`src/hw/rtl/serb_pkg.sv`:
```
package serb_pkg;

   localparam logic ACT_READ  = 1'b0;
   localparam logic ACT_WRITE = 1'b1;

   // port groups (address bits 9:4)
   localparam logic [5:0] GRP_MONO  = 6'h3B;
   localparam logic [5:0] GRP_ATTR  = 6'h3C;
   localparam logic [5:0] GRP_COLOR = 6'h3D;

   localparam logic [9:0] ALIAS_XOR = 10'h060;

   localparam logic [9:0] PORT_MISC     = 10'h3C2;
   localparam logic [9:0] PORT_SEQ_IDX  = 10'h3C4;
   localparam logic [9:0] PORT_SEQ_DATA = 10'h3C5;
   localparam logic [9:0] PORT_GFX_IDX  = 10'h3CE;
   localparam logic [9:0] PORT_GFX_DATA = 10'h3CF;
   localparam logic [9:0] PORT_CRT_IDX  = 10'h3D4;
   localparam logic [9:0] PORT_CRT_DATA = 10'h3D5;
   localparam logic [9:0] PORT_BANK_D8  = 10'h3D8;
   localparam logic [9:0] PORT_BANK_D9  = 10'h3D9;

   localparam logic [3:0] SEQ_OLD_NEW  = 4'hB;
   localparam logic [3:0] SEQ_POWER_UP = 4'hC;
   localparam logic [3:0] SEQ_CTRL_TWO = 4'hD;
   localparam logic [3:0] SEQ_MODE_CTL = 4'hE;

   localparam logic [3:0] GFX_BANK_ALT = 4'hE;
   localparam logic [3:0] GFX_BANK_CTL = 4'hF;

   localparam logic [5:0] CRT_PROTECT_TOP = 6'h07;
   localparam logic [5:0] CRT_FREE_LO     = 6'h0E;
   localparam logic [5:0] CRT_FREE_HI     = 6'h10;
   localparam logic [5:0] CRT_PROTECT_REG = 6'h11;

   localparam logic [7:0] ID_CODE  = 8'h33;
   localparam logic [7:0] BANK_XOR = 8'h02;

   typedef struct packed {
      logic       action;
      logic [9:0] port_address;
      logic [7:0] write_data;
   } item_type;

   typedef struct packed {
      logic [7:0] read_data;
      logic [4:0] read_bank_number;
      logic [4:0] write_bank_number;
      logic       wide_vram;
      logic       timing_change;
      logic       passed_through;
   } result_type;

endpackage

```
`src/hw/rtl/serb_ram.sv`:
```
module serb_ram #(
   parameter int WIDTH = 8,
   parameter int DEPTH = 64
) (
   input  logic                     clock,
   input  logic                     wr_en,
   input  logic [$clog2(DEPTH)-1:0] wr_addr,
   input  logic [WIDTH-1:0]         wr_data,
   input  logic [$clog2(DEPTH)-1:0] rd_addr,
   output logic [WIDTH-1:0]         rd_data
);

   logic [WIDTH-1:0] mem_ff [DEPTH];
   logic [WIDTH-1:0] rd_data_ff;

   always_ff @(posedge clock) begin
      if (wr_en) begin
         mem_ff[wr_addr] <= wr_data;
      end
      rd_data_ff <= mem_ff[rd_addr];
   end

   assign rd_data = rd_data_ff;

endmodule

```
`src/hw/rtl/serb_regs.sv`:
```
module serb_regs #(
   parameter int CRTC_ENTRIES = 64
) (
   input  logic                clock,
   input  logic                reset,
   input  logic                fire,
   input  serb_pkg::item_type   item,
   output serb_pkg::result_type result
);

   import serb_pkg::*;

   localparam int AW = $clog2(CRTC_ENTRIES);
   localparam logic [6:0] ENTRY_LIMIT = 7'(CRTC_ENTRIES);

   logic       color_ff, color_in;
   logic [3:0] seq_index_ff, seq_index_in;
   logic [3:0] gfx_index_ff, gfx_index_in;
   logic [5:0] crtc_index_ff, crtc_index_in;
   logic [7:0] seq_mode_ff, seq_mode_in;
   logic [7:0] gfx_alt_ff, gfx_alt_in;
   logic [7:0] gfx_ctl_ff, gfx_ctl_in;
   logic       old_mode_ff, old_mode_in;
   logic [7:0] old_ctl_two_ff, old_ctl_two_in;
   logic [7:0] new_ctl_two_ff, new_ctl_two_in;
   logic [7:0] d8_ff, d8_in;
   logic [7:0] d9_ff, d9_in;
   logic [4:0] read_bank_ff, read_bank_in;
   logic [4:0] write_bank_ff, write_bank_in;
   logic       protect_ff, protect_in;

   // CRTC file: valid bits plus a one-entry forward around the registered read
   logic [CRTC_ENTRIES-1:0] valid_ff, valid_in;
   logic                    hit_ff, rvalid_ff;
   logic [7:0]              hit_data_ff;
   logic                    ram_we;
   logic [AW-1:0]           ram_waddr, ram_raddr;
   logic [7:0]              ram_q, entry;
   logic                    idx_in_range, next_in_range;

   logic [9:0] eff_port;
   logic [5:0] grp;
   logic       relevant;
   logic [7:0] v, v_x;

   serb_ram #(.WIDTH(8), .DEPTH(CRTC_ENTRIES)) u_crtc_ram (
      .clock   (clock),
      .wr_en   (ram_we),
      .wr_addr (ram_waddr),
      .wr_data (v),
      .rd_addr (ram_raddr),
      .rd_data (ram_q)
   );

   assign idx_in_range  = {1'b0, crtc_index_ff} < ENTRY_LIMIT;
   assign next_in_range = {1'b0, crtc_index_in} < ENTRY_LIMIT;
   assign ram_waddr     = crtc_index_ff[AW-1:0];
   assign ram_raddr     = crtc_index_in[AW-1:0];
   assign entry         = hit_ff ? hit_data_ff : (rvalid_ff ? ram_q : 8'h00);

   assign v   = item.write_data;
   assign v_x = item.write_data ^ BANK_XOR;
   assign grp = item.port_address[9:4];
   assign relevant = (grp == GRP_MONO) || (grp == GRP_ATTR) || (grp == GRP_COLOR);

   always_comb begin
      color_in       = color_ff;
      seq_index_in   = seq_index_ff;
      gfx_index_in   = gfx_index_ff;
      crtc_index_in  = crtc_index_ff;
      seq_mode_in    = seq_mode_ff;
      gfx_alt_in     = gfx_alt_ff;
      gfx_ctl_in     = gfx_ctl_ff;
      old_mode_in    = old_mode_ff;
      old_ctl_two_in = old_ctl_two_ff;
      new_ctl_two_in = new_ctl_two_ff;
      d8_in          = d8_ff;
      d9_in          = d9_ff;
      read_bank_in   = read_bank_ff;
      write_bank_in  = write_bank_ff;
      protect_in     = protect_ff;
      valid_in       = valid_ff;
      ram_we         = 1'b0;
      result         = '0;

      eff_port = item.port_address;
      if (((grp == GRP_MONO) || (grp == GRP_COLOR)) && !color_ff) begin
         eff_port = item.port_address ^ ALIAS_XOR;
      end

      if (fire && relevant) begin
         if (item.action == ACT_WRITE) begin
            result.passed_through = 1'b1;
            unique case (eff_port)
               PORT_MISC:    color_in = v[0];
               PORT_SEQ_IDX: seq_index_in = v[3:0];
               PORT_GFX_IDX: gfx_index_in = v[3:0];
               PORT_SEQ_DATA: begin
                  // sequencer 0xC and old control 1 are write-only; nothing reads them
                  unique case (seq_index_ff)
                     SEQ_OLD_NEW:  old_mode_in = 1'b1;
                     SEQ_CTRL_TWO: begin
                        if (old_mode_ff) old_ctl_two_in = v;
                        else new_ctl_two_in = v;
                     end
                     SEQ_MODE_CTL: begin
                        result.passed_through = 1'b0;
                        if (!old_mode_ff) begin
                           seq_mode_in   = v_x;
                           write_bank_in = {1'b0, v_x[3:0]};
                           if (!gfx_ctl_ff[0]) read_bank_in = {1'b0, v_x[3:0]};
                        end
                     end
                     default: ;
                  endcase
               end
               PORT_GFX_DATA: begin
                  if (gfx_index_ff == GFX_BANK_ALT) begin
                     gfx_alt_in = v_x;
                     if (gfx_ctl_ff[0]) read_bank_in = {1'b0, v_x[3:0]};
                  end else if (gfx_index_ff == GFX_BANK_CTL) begin
                     gfx_ctl_in    = v;
                     read_bank_in  = {1'b0, v[0] ? gfx_alt_ff[3:0] : seq_mode_ff[3:0]};
                     write_bank_in = {1'b0, seq_mode_ff[3:0]};
                  end
               end
               PORT_CRT_IDX: begin
                  result.passed_through = 1'b0;
                  crtc_index_in = v[5:0];
               end
               PORT_CRT_DATA: begin
                  result.passed_through = 1'b0;
                  if (!((crtc_index_ff <= CRT_PROTECT_TOP) && protect_ff) && idx_in_range)
                  begin
                     ram_we = 1'b1;
                     valid_in[ram_waddr] = 1'b1;
                     if (crtc_index_ff == CRT_PROTECT_REG) protect_in = v[7];
                     result.timing_change = (entry != v) &&
                        ((crtc_index_ff < CRT_FREE_LO) || (crtc_index_ff > CRT_FREE_HI));
                  end
               end
               PORT_BANK_D8: begin
                  result.passed_through = 1'b0;
                  d8_in = v;
                  if (gfx_ctl_ff[2]) begin
                     write_bank_in = v[4:0];
                     if (!gfx_ctl_ff[0]) read_bank_in = v[4:0];
                  end
               end
               PORT_BANK_D9: begin
                  result.passed_through = 1'b0;
                  d9_in = v;
                  if (gfx_ctl_ff[0] && gfx_ctl_ff[2]) read_bank_in = v[4:0];
               end
               default: ;
            endcase
         end else begin
            result.passed_through = 1'b1;
            unique case (eff_port)
               PORT_SEQ_DATA: begin
                  if (seq_index_ff == SEQ_OLD_NEW) begin
                     old_mode_in = 1'b0;
                     result.read_data = ID_CODE;
                     result.passed_through = 1'b0;
                  end else if (seq_index_ff == SEQ_CTRL_TWO) begin
                     result.read_data = old_mode_ff ? old_ctl_two_ff : new_ctl_two_ff;
                     result.passed_through = 1'b0;
                  end
               end
               PORT_CRT_IDX: begin
                  result.read_data = {2'b00, crtc_index_ff};
                  result.passed_through = 1'b0;
               end
               PORT_CRT_DATA: begin
                  result.read_data = idx_in_range ? entry : 8'h00;
                  result.passed_through = 1'b0;
               end
               PORT_BANK_D8: begin
                  result.read_data = d8_ff;
                  result.passed_through = 1'b0;
               end
               PORT_BANK_D9: begin
                  result.read_data = d9_ff;
                  result.passed_through = 1'b0;
               end
               default: ;
            endcase
         end
      end

      result.read_bank_number  = read_bank_in;
      result.write_bank_number = write_bank_in;
      result.wide_vram         = old_ctl_two_in[4];
   end

   always_ff @(posedge clock) begin
      if (reset) begin
         color_ff       <= 1'b0;
         seq_index_ff   <= '0;
         gfx_index_ff   <= '0;
         crtc_index_ff  <= '0;
         seq_mode_ff    <= '0;
         gfx_alt_ff     <= '0;
         gfx_ctl_ff     <= '0;
         old_mode_ff    <= 1'b0;
         old_ctl_two_ff <= '0;
         new_ctl_two_ff <= '0;
         d8_ff          <= '0;
         d9_ff          <= '0;
         read_bank_ff   <= '0;
         write_bank_ff  <= '0;
         protect_ff     <= 1'b0;
         valid_ff       <= '0;
         hit_ff         <= 1'b0;
         rvalid_ff      <= 1'b0;
      end else begin
         color_ff       <= color_in;
         seq_index_ff   <= seq_index_in;
         gfx_index_ff   <= gfx_index_in;
         crtc_index_ff  <= crtc_index_in;
         seq_mode_ff    <= seq_mode_in;
         gfx_alt_ff     <= gfx_alt_in;
         gfx_ctl_ff     <= gfx_ctl_in;
         old_mode_ff    <= old_mode_in;
         old_ctl_two_ff <= old_ctl_two_in;
         new_ctl_two_ff <= new_ctl_two_in;
         d8_ff          <= d8_in;
         d9_ff          <= d9_in;
         read_bank_ff   <= read_bank_in;
         write_bank_ff  <= write_bank_in;
         protect_ff     <= protect_in;
         valid_ff       <= valid_in;
         // entry under the next index: forward a same-cycle write
         hit_ff         <= ram_we && (ram_waddr == ram_raddr);
         rvalid_ff      <= next_in_range && valid_in[ram_raddr];
      end
      hit_data_ff <= v;
   end

endmodule

```
`src/hw/rtl/svga_extended_register_banking_core.sv`:
```
// Extended register banking core of a display adapter, driven by I/O port accesses.
// Input channel req_*: one port read or write per transfer (req_tuser = 1 for write).
// Result channel rsp_*: exactly one result per input transfer, in order: read data,
// current read/write bank, VRAM size flag, CRTC timing-change flag and a flag
// telling that the access belongs to the standard VGA core or RAMDAC.
// An input register feeds the decode and register update, and a result register
// holds the answer that rsp_tvalid marks as valid.
// Throughput is one access per cycle while rsp_tready stays high; the CRTC file is a
// 64x8 RAM whose registered read is fetched ahead under the next CRTC index, with a
// write forward, so back-to-back CRTC writes and reads run at full rate.
// When rsp_tready is low the result register holds; one more access can wait in
// the input register, after which req_tready drops until the result is taken.
// Reset (synchronous, active high) clears the control registers and valid bits, so
// every CRTC entry reads as zero, and empties both registers; no clearing pass is needed.
module svga_extended_register_banking_core #(
   parameter int CRTC_ENTRIES = 64
) (
   input  logic        clock,
   input  logic        reset,
   input  logic        req_tvalid,
   output logic        req_tready,
   input  logic [23:0] req_tdata,  // port_address[9:0], write_data[17:10], zero pad
   input  logic        req_tuser,  // action (0 read, 1 write)
   output logic        rsp_tvalid,
   input  logic        rsp_tready,
   output logic [23:0] rsp_tdata   // read_data[7:0], read_bank_number[12:8],
                                   // write_bank_number[17:13], wide_vram[18],
                                   // timing_change[19], passed_through[20], zero pad
);

   import serb_pkg::*;

   logic       in_valid_ff, in_valid_in;
   item_type   in_item_ff;
   logic       out_valid_ff, out_valid_in;
   result_type out_res_ff;
   result_type res;
   logic       advance, fire, req_xfer;

   assign advance    = !out_valid_ff || rsp_tready;
   assign fire       = in_valid_ff && advance;
   assign req_tready = !in_valid_ff || advance;
   assign req_xfer   = req_tvalid && req_tready;

   assign in_valid_in  = req_xfer ? 1'b1 : (fire ? 1'b0 : in_valid_ff);
   assign out_valid_in = fire ? 1'b1 : (rsp_tready ? 1'b0 : out_valid_ff);

   serb_regs #(.CRTC_ENTRIES(CRTC_ENTRIES)) u_regs (
      .clock  (clock),
      .reset  (reset),
      .fire   (fire),
      .item   (in_item_ff),
      .result (res)
   );

   always_ff @(posedge clock) begin
      if (reset) begin
         in_valid_ff  <= 1'b0;
         out_valid_ff <= 1'b0;
      end else begin
         in_valid_ff  <= in_valid_in;
         out_valid_ff <= out_valid_in;
      end
      if (req_xfer) begin
         in_item_ff.action       <= req_tuser;
         in_item_ff.port_address <= req_tdata[9:0];
         in_item_ff.write_data   <= req_tdata[17:10];
      end
      if (fire) begin
         out_res_ff <= res;
      end
   end

   assign rsp_tvalid = out_valid_ff;
   assign rsp_tdata  = {3'b000,
                        out_res_ff.passed_through,
                        out_res_ff.timing_change,
                        out_res_ff.wide_vram,
                        out_res_ff.write_bank_number,
                        out_res_ff.read_bank_number,
                        out_res_ff.read_data};

endmodule

```
`config.mk`:
```
export PLATFORM = sky130hd
export DESIGN_NAME = svga_extended_register_banking_core
export DESIGN_NICKNAME = d
export VERILOG_FILES = /design/src/hw/rtl/serb_pkg.sv /design/src/hw/rtl/serb_ram.sv /design/src/hw/rtl/serb_regs.sv /design/src/hw/rtl/svga_extended_register_banking_core.sv
export SDC_FILE = /design/constraint.sdc
export NUM_CORES = 1
export LEC_CHECK = 0
export BUFFER_PORTS_ARGS = -buffer_cell sky130_fd_sc_hd__buf_2
export CAP_MARGIN = 30
export CELL_PAD_IN_SITES_DETAIL_PLACEMENT = 1
export CELL_PAD_IN_SITES_GLOBAL_PLACEMENT = 1
export CORE_AREA = 2 2 233 235
export DETAILED_ROUTE_END_ITERATION = 12
export DIE_AREA = 0 0 235 237
export PLACE_DENSITY = 0.82
export SKIP_CTS_REPAIR_TIMING = 1
export SYNTH_ARGS = -nofsm -noshare
export SYNTH_HDL_FRONTEND = slang
export SYNTH_SLANG_ARGS = --single-unit
```
`constraint.sdc`:
```
create_clock -name clock -period 5.8 [get_ports clock]
set_clock_uncertainty 0.2 [all_clocks]
set_input_delay 0.87 -clock clock [delete_from_list [all_inputs] [get_ports clock]]
set_output_delay 0.87 -clock clock [all_outputs]
set_load 0.05 [all_outputs]
```
==> results by group, run 1 <==
Outcome
  • Outcome: complete, no violations

Critical path
  • Reg2Reg Setup Slack: 1.27 ns
  • Critical-path cell list: nor4b_2, nand4_1, nand2_4, buf_4, mux2i_1, a32oi_1, a31oi_1, o21ai_0, and4_1
  • Crit path buffers/inverters: 1
  • Slowest stage delay, CP: 0.79 ns
  • Critical path data arrival time: 4.83 ns
  • Largest delay contributor family on the critical path: simple AND/OR/NAND/NOR gates
  • Worst r2r src: in_item_ff[8]
  • CP max-delay cell: edfxtp_1
  • Crit path kind: reg -> reg
  • Worst EP required: 6.10 ns
  • Crit-path max FO: 41
  • Critical Path Source Type: flop
  • Critical path endpoint category: flop
  • Critical R2R Capture: u_regs.u_crtc_ram.rd_data[1]
  • Worst r2r path cells: 9

Finish
  • Final core utilization: 0.608
  • Number of inserted diodes: 0
  • Nets: 2417
  • Area Overhead vs Synth: 11.8%
  • Layout cells sized above 1: 0.114

Worst hold path
  • Hold path start: req_tdata[8]
  • Hold path cells: 1
  • Hold EP: in_item_ff[16]
  • Hold WC Path Type: in -> reg

STA
  • Fin. max-slew vios: 0
  • Fin crit period: 4.53 ns
  • Final hold vios: 0
  • Setup-failing EPs final: 0
  • RSZ-0062 raised after global routing: no
  • Slew margin rel.: 0.310
  • Fmax: 0.221 GHz
  • Final WS setup: 1.27 ns
  • Setup TNS: 0 ns
  • Slew @ Worst Pin: 1.04 ns
  • Final worst-path cycle share: 0.781

Global route
  • Initial antenna violation count: 2
  • Grt ovf: 0
  • Vias in the first global route: 22.0k
  • Tot GR Track Use: 0.320
  • Pin count of the biggest net entering global routing: 79
  • Global-route wire length before repair: 135 mm

CTS
  • Clock Path Buffers: 3
  • TritonCTS Buffers: 72
  • CTS tree: built
  • CTS H-tree lvls: 3
  • CTS root buf: clkbuf_16
  • Clock Sinks: 705
  • Clock latency on the worst-skew pair: 0.63 ns
  • Clock-pin slew on the worst setup and hold paths: 0.06 ns

Floorplan
  • Die X: 235 µm
  • DIE AREA: 55700 µm²
  • Core Footprint: 53300 µm²
  • Rows: 85
  • Starting density of the core: 0.544
  • I/O pins: 55
  • Chip height: 237 µm

Synthesis
  • EDFF count, synth: 552
  • Post-synthesis register bit count: 705
  • Synth cell types: 74
  • FFs w/ async S/R, synth: 0
  • Largest cells by area after synthesis: edfxtp_1 57%, dfxtp_1 11%, nand2_1 4.5%
  • Register area share after synthesis: 0.678
  • Post-Syn Area: 29000 µm²
  • Dominant synthesized flop cell: edfxtp_1
  • Mean Syn Cell Area: 12.3 µm²
  • Top cell type's share of synthesized area: 0.572
  • Cell taking the most area after synthesis: edfxtp_1
  • Most common cell in the netlist: edfxtp_1
  • Most frequent cells after synthesis: 552 x edfxtp_1, 350 x nand2_1, 176 x nor2_1
  • Synth Instances: 2362
  • Ys Warns: 0

Power and ir drop
  • Leak pwr: 11.0 nW
  • P per Cell Area: 315 nW/µm²
  • VDD IR max: 0.000230 V

Placed design
  • Port Buffers: 45
  • Routability cong.: 0.855
  • Dpl hpwl: 52.3 mm
  • DP Worst Slack: 1.24 ns

Routing
  • Drt drc: 0
  • Per-cell routed wire length: 28.4 µm
  • DRT Wirelength: 89.2 mm
  • DR pass1 iterations: 5
  • Vias: 20.9k
  • Post-DR vias/cell: 6.66
  • First-iteration detailed-routing DRC count: 2282
  • ANT nets after route: 0

Job
  • Maxcap violations: 0
-- flip-flops by register name, summed over array words and instances (netlist names), 5 cells and up --
signal and flops:
u_regs.u_crtc_ram.mem_ff 512, u_regs.valid_ff 64, rsp_tdata 21, in_item_ff 19, u_regs.d8_ff 8, u_regs.d9_ff 8, u_regs.hit_data_ff 8, u_regs.new_ctl_two_ff 8
u_regs.old_ctl_two_ff 8, u_regs.u_crtc_ram.rd_data 8, u_regs.crtc_index_ff 6, u_regs.read_bank_ff 5, u_regs.write_bank_ff 5
-- cell type report --
type	count	area (µm²)
clock buffer	107	2140
clock inverter	22	151
fill	5217	20900
inverter	10	37.5
multi-input combinational	1466	8590
sequential	705	19600
tap	696	871
timing repair buffer	133	967
-- logic make-up after synthesis --
| family | after synthesis | share of synthesized area |
|---|---|---|
| AO/OA/AOI/OAI | 478 | 0.114 |
| buffers and inverters | 193 | 0.0286 |
| XOR/XNOR | 10 | 0.00302 |
| AND/OR/NAND/NOR | 868 | 0.139 |
| other | 1 | 0.000129 |
| multiplexers | 107 | 0.0372 |
| flip-flops | 705 | 0.678 |
-- per-layer routing --
| layer | up-vias | global-route usage | part of all wire |
|---|---|---|---|
| met3 | 253 | 0.0578 | 0.082 |
| met2 | 1103 | 0.531 | 0.49 |
| li1 | 8971 | - | - |
| met1 | 10600 | 0.412 | 0.39 |
| met5 | - | 0 | 0 |
| met4 | 0 | 0.143 | 0.040 |
-- worst max path at each step --
stage	startpoint	endpoint	slack, ns	cells after the start
2_1_floorplan	rsp_tready	u_regs.rvalid_ff	2.15	10
3_3_place_gp	rsp_tready	u_regs.u_crtc_ram.rd_data[2]	1.34	11
3_5_place_dp	rsp_tready	u_regs.u_crtc_ram.rd_data[1]	1.24	11
4_1_cts	in_item_ff[8]	u_regs.u_crtc_ram.rd_data[1]	1.28	9
5_1_grt	in_item_ff[8]	u_regs.u_crtc_ram.rd_data[1]	1.12	9
6_report	in_item_ff[8]	u_regs.u_crtc_ram.rd_data[1]	1.27	9
-- cells in the final DEF, fill, tap and decap left out, drive strengths merged, types with 4 or more instances in the layout --
cell type	instances
nand3	98
clkbuf	112
and3	106
dfxtp	153
and2	12
mux2i	102
o22ai	8
or2	5
a22o	5
inv	10
nand2b	4
nand2	351
xor2	5
o21ai	79
nand3b	5
a311oi	34
clkinv	19
mux2	5
a211oi	108
and3b	4
a32oi	33
a31oi	128
and4	10
buf	128
o22a	4
a21oi	40
nor4	11
nor2b	22
a22oi	13
xnor2	5
edfxtp	552
nor2	180
nor3	42
nand4	5
-- stage by stage --
stage | area, µm² | cells | total power [mW] | hold WS [ns]
after floorplan | 29000 | 2364 | 5.67 | 0.223
after global placement | 29900 | 2983 | 5.74 | 0.231
after detailed placement | 30000 | 3002 | 5.76 | 0.243
after CTS | 32300 | 3131 | 10.2 | 0.216
after global routing | 32400 | 3139 | 10.4 | 0.233
final | 32400 | 3139 | 10.2 | 0.240
-- worst reg2reg max path: stages, from the launching register on --
cell and delay [ns]:
edfxtp_1 0.79, nor4b_2 0.58, nand4_1 0.36, nand2_4 0.55, buf_4 0.58, mux2i_1 0.28
a32oi_1 0.09, a31oi_1 0.40, o21ai_0 0.29, and4_1 0.30
-- power breakdown --
part           internal [mW]  switching (mW)
Combinational         0.0284           0.147
Clock                   2.60            1.94
Sequential              5.46          0.0190
Total                   8.09            2.10
Power figures use the tool's default switching activity.
==> run 2, diff against run 1 <==
--- a/config.mk
+++ b/config.mk
@@ -5,14 +5,15 @@
 export SDC_FILE = /design/constraint.sdc
 export NUM_CORES = 1
 export LEC_CHECK = 0
+export ABC_AREA = 1
 export BUFFER_PORTS_ARGS = -buffer_cell sky130_fd_sc_hd__buf_2
 export CAP_MARGIN = 30
 export CELL_PAD_IN_SITES_DETAIL_PLACEMENT = 1
 export CELL_PAD_IN_SITES_GLOBAL_PLACEMENT = 1
-export CORE_AREA = 2 2 233 235
+export CORE_AREA = 2 2 245 247
 export DETAILED_ROUTE_END_ITERATION = 12
-export DIE_AREA = 0 0 235 237
-export PLACE_DENSITY = 0.82
+export DIE_AREA = 0 0 247 249
+export PLACE_DENSITY = 0.78
 export SKIP_CTS_REPAIR_TIMING = 1
 export SYNTH_ARGS = -nofsm -noshare
 export SYNTH_HDL_FRONTEND = slang
==> constraint.sdc (replaced) <==
create_clock -name clock -period 4.5 [get_ports clock]
set_clock_uncertainty 0.2 [all_clocks]
set_input_delay 0.675 -clock clock [delete_from_list [all_inputs] [get_ports clock]]
set_output_delay 0.675 -clock clock [all_outputs]
set_load 0.05 [all_outputs]
==> run 2 against run 1 <==
Compared with the run above: worst setup slack got worse by 0.41 ns; count of clock-buffer cells in the layout decreased by 10; sequential power increased by 29%; first-iteration DRC count shrank 33%; cell count up 15%; via count increased by 2.9%; synthesized cell count grew 17%; maximum frequency rose by 25%; sequential share of layout area down 1.4 points; sequential cell count unchanged; critical endpoint is now u_regs.u_crtc_ram.rd_data[5]; largest cell class unchanged; highest routed layer unchanged.
==> results by group, run 2 <==
Global route
  • Grt ovf: 0
  • Vias in the first global route: 22.6k
  • Pin count of the biggest net entering global routing: 90
  • Initial antenna violation count: 0
  • Tot GR Track Use: 0.281
  • Global-route wire length before repair: 132 mm

Placed design
  • Dpl hpwl: 51.3 mm
  • Port Buffers: 45
  • DP Worst Slack: 0.534 ns
  • Routability cong.: 0.821

Worst hold path
  • Hold WC Path Type: in -> reg

Finish
  • Flip-flop and latch area: 19600 µm²
  • Area Overhead vs Synth: 11.6%
  • Layout cells sized above 1: 0.105
  • Multi-input logic area: 8500 µm²
  • Largest Register: u_regs.u_crtc_ram.mem_ff
  • Nets: 2808
  • Commonest non-fill, non-tap cells in the layout: 552 x edfxtp_1, 350 x nand2_1, 349 x nor2_1
  • Final core utilization: 0.566
  • Most common cell after layout, fill and taps aside: edfxtp_1
  • Fillers: 6106
  • Number of inserted diodes: 0
  • Largest register FFs: 512

Routing
  • Post-DR vias/cell: 5.97
  • DRT Wirelength: 85.7 mm
  • DR pass1 iterations: 5
  • Per-cell routed wire length: 23.7 µm
  • Vias: 21.5k
  • Drt drc: 0
  • ANT nets after route: 0
  • First-iteration detailed-routing DRC count: 1538

CTS
  • Clock Sinks: 705
  • CTS root buf: clkbuf_16
  • TritonCTS Buffers: 75
  • Clock Path Buffers: 3
  • Clock latency on the worst-skew pair: 0.63 ns
  • Clock-pin slew on the worst setup and hold paths: 0.06 ns
  • CTS tree: built
  • CTS H-tree lvls: 3

STA
  • Final hold vios: 0
  • Fin. max-slew vios: 0
  • Slew margin rel.: 0.323
  • Final WS setup: 0.862 ns
  • Slew @ Worst Pin: 1.02 ns
  • Setup TNS: 0 ns
  • Fin crit period: 3.64 ns
  • Setup-failing EPs final: 0
  • RSZ-0062 raised after global routing: no
  • Fmax: 0.275 GHz
  • WHS: 0.0205 ns
  • Final worst-path cycle share: 0.808

Critical path
  • Critical R2R Capture: u_regs.u_crtc_ram.rd_data[5]
  • Launch point of the worst path: in_item_ff[15]
  • Critical Path Source Type: flop
  • Crit path kind: reg -> reg
  • Critical path data arrival time: 4.00 ns
  • Critical path endpoint category: flop
  • CP max-delay cell: nor2_4
  • Critical-path cell list: nand3_1, nor2_1, nand3_2, nor2_4, nor2_2, nor2_4, buf_12, o21ai_0, o21ai_0, o211ai_1, nand3_1, nand3_1, nand2_1
  • Worst r2r path cells: 13
  • Crit-path max FO: 52
  • Setup crit end: u_regs.u_crtc_ram.rd_data[5]
  • Most frequent CP cell: nand3_1
  • Reg2Reg Setup Slack: 0.86 ns
  • Slowest stage delay, CP: 0.47 ns
  • Worst r2r src: in_item_ff[15]
  • Worst EP required: 4.86 ns

Floorplan
  • DIE AREA: 61500 µm²
  • I/O pins: 55
  • Core Footprint: 58700 µm²
  • Starting density of the core: 0.507
  • Die X: 247 µm
  • Chip height: 249 µm
  • Rows: 89

Power and ir drop
  • Leak pwr: 11.2 nW
  • Reg power frac: 0.525
  • P per Cell Area: 405 nW/µm²
  • Logic pwr share: 0.018
  • Internal power: 10.7 mW
  • Tot Pwr: 13.4 mW
  • Switching part of the total: 0.205
  • Clk pwr share: 0.458
  • VDD IR max: 0.000322 V
  • NetSw: 2.76 mW

Synthesis
  • Most frequent cells after synthesis: 552 x edfxtp_1, 350 x nand2_1, 349 x nor2_1
  • EDFF count, synth: 552
  • Synth cell types: 47
  • Ys Warns: 0
  • Post-synthesis register bit count: 705
  • Synth Instances: 2755
  • Dominant synthesized flop cell: edfxtp_1
  • FFs w/ async S/R, synth: 0
  • Largest cells by area after synthesis: edfxtp_1 56%, dfxtp_1 10%, nand2_1 4.4%
  • Cell taking the most area after synthesis: edfxtp_1
  • Most common cell in the netlist: edfxtp_1
  • Top cell type's share of synthesized area: 0.557
  • Register area share after synthesis: 0.660
  • Mean Syn Cell Area: 10.8 µm²
  • Post-Syn Area: 29700 µm²

Job
  • Maxcap violations: 0

Outcome
  • Outcome: complete, no violations
==> run 2: cell count changes in the layout (fill, tap and decap cells not counted), moves of 33 or more <==
cell	change
a32oi_1	-33
o21ai_0	+122
a211oi_1	-47
o21ai_1	+44
or2_2	+36
o211ai_1	+172
a311oi_1	-34
inv_1	+189
and3_1	-106
nand3_1	+135
a31oi_1	-126
nor2_1	+174
mux2i_1	-99
a21oi_1	+84
==> run 2: final cells by class <==
type                            count  share of cell area
Clock inverter                     35              0.0104
Inverter                          211              0.0239
Multi-Input combinational cell   1677               0.256
Tap cell                          773              0.0291
Sequential cell                   705               0.592
Clock buffer                       97              0.0622
Timing Repair Buffer              109              0.0265
==> run 2: how the worst min path moves through the flow <==
stage	from	end	slack, ns	cells after the start
detailed placement	u_regs.valid_ff[24]	u_regs.valid_ff[24]	0.25	2
CTS	req_tdata[14]	in_item_ff[4]	-0.0005	1
global route	req_tdata[14]	in_item_ff[4]	0.007	1
floorplan	u_regs.valid_ff[15]	u_regs.valid_ff[15]	0.22	2
global placement	u_regs.valid_ff[39]	u_regs.valid_ff[39]	0.23	2
finish	req_tdata[14]	in_item_ff[4]	0.02	1
==> run 2: per-layer routing <==
metal	vias up	GRT usage	part of all wire
met1	10900	0.365	0.41
met2	617	0.471	0.49
met4	0	0.118	0.042
met3	225	0.0420	0.051
li1	9808	-	-
met5	-	0	0
==> run 2: cells by family after synthesis <==
kind of cell | count (synthesis) | synth area share
AND/OR/NAND/NOR | 1023 | 0.149
buffers and inverters | 375 | 0.0549
AO/OA/AOI/OAI | 641 | 0.133
other | 1 | 0.000126
multiplexers | 2 | 0.000673
flip-flops | 705 | 0.660
XOR/XNOR | 8 | 0.00236
==> run 2: critical path, delay by kind of cell, from the launching register on <==
| family | cells | cell delay (ns) |
|---|---|---|
| buf+inv | 1 | 0.32 |
| simple gates | 9 | 1.87 |
| compound gates | 3 | 0.71 |
| flops | 1 | 0.41 |
==> run 2: power by group through the flow <==
stage / Sequential (mW) / Clock [mW] / Combinational, mW
floorplan: 7.26 / 0 / 0.0595
global placement: 7.19 / 0 / 0.223
detailed placement: 7.19 / 0 / 0.232
CTS: 7.05 / 6.23 / 0.235
global route: 7.05 / 6.46 / 0.249
finish: 7.05 / 6.16 / 0.236
==> run 2: metrics by stage <==
step           instance area [µm²]  cells
6_report                     33200   3607
5_1_grt                      33200   3607
4_1_cts                      33200   3607
3_5_place_dp                 30800   3475
3_3_place_gp                 30800   3473
2_1_floorplan                29700   2757
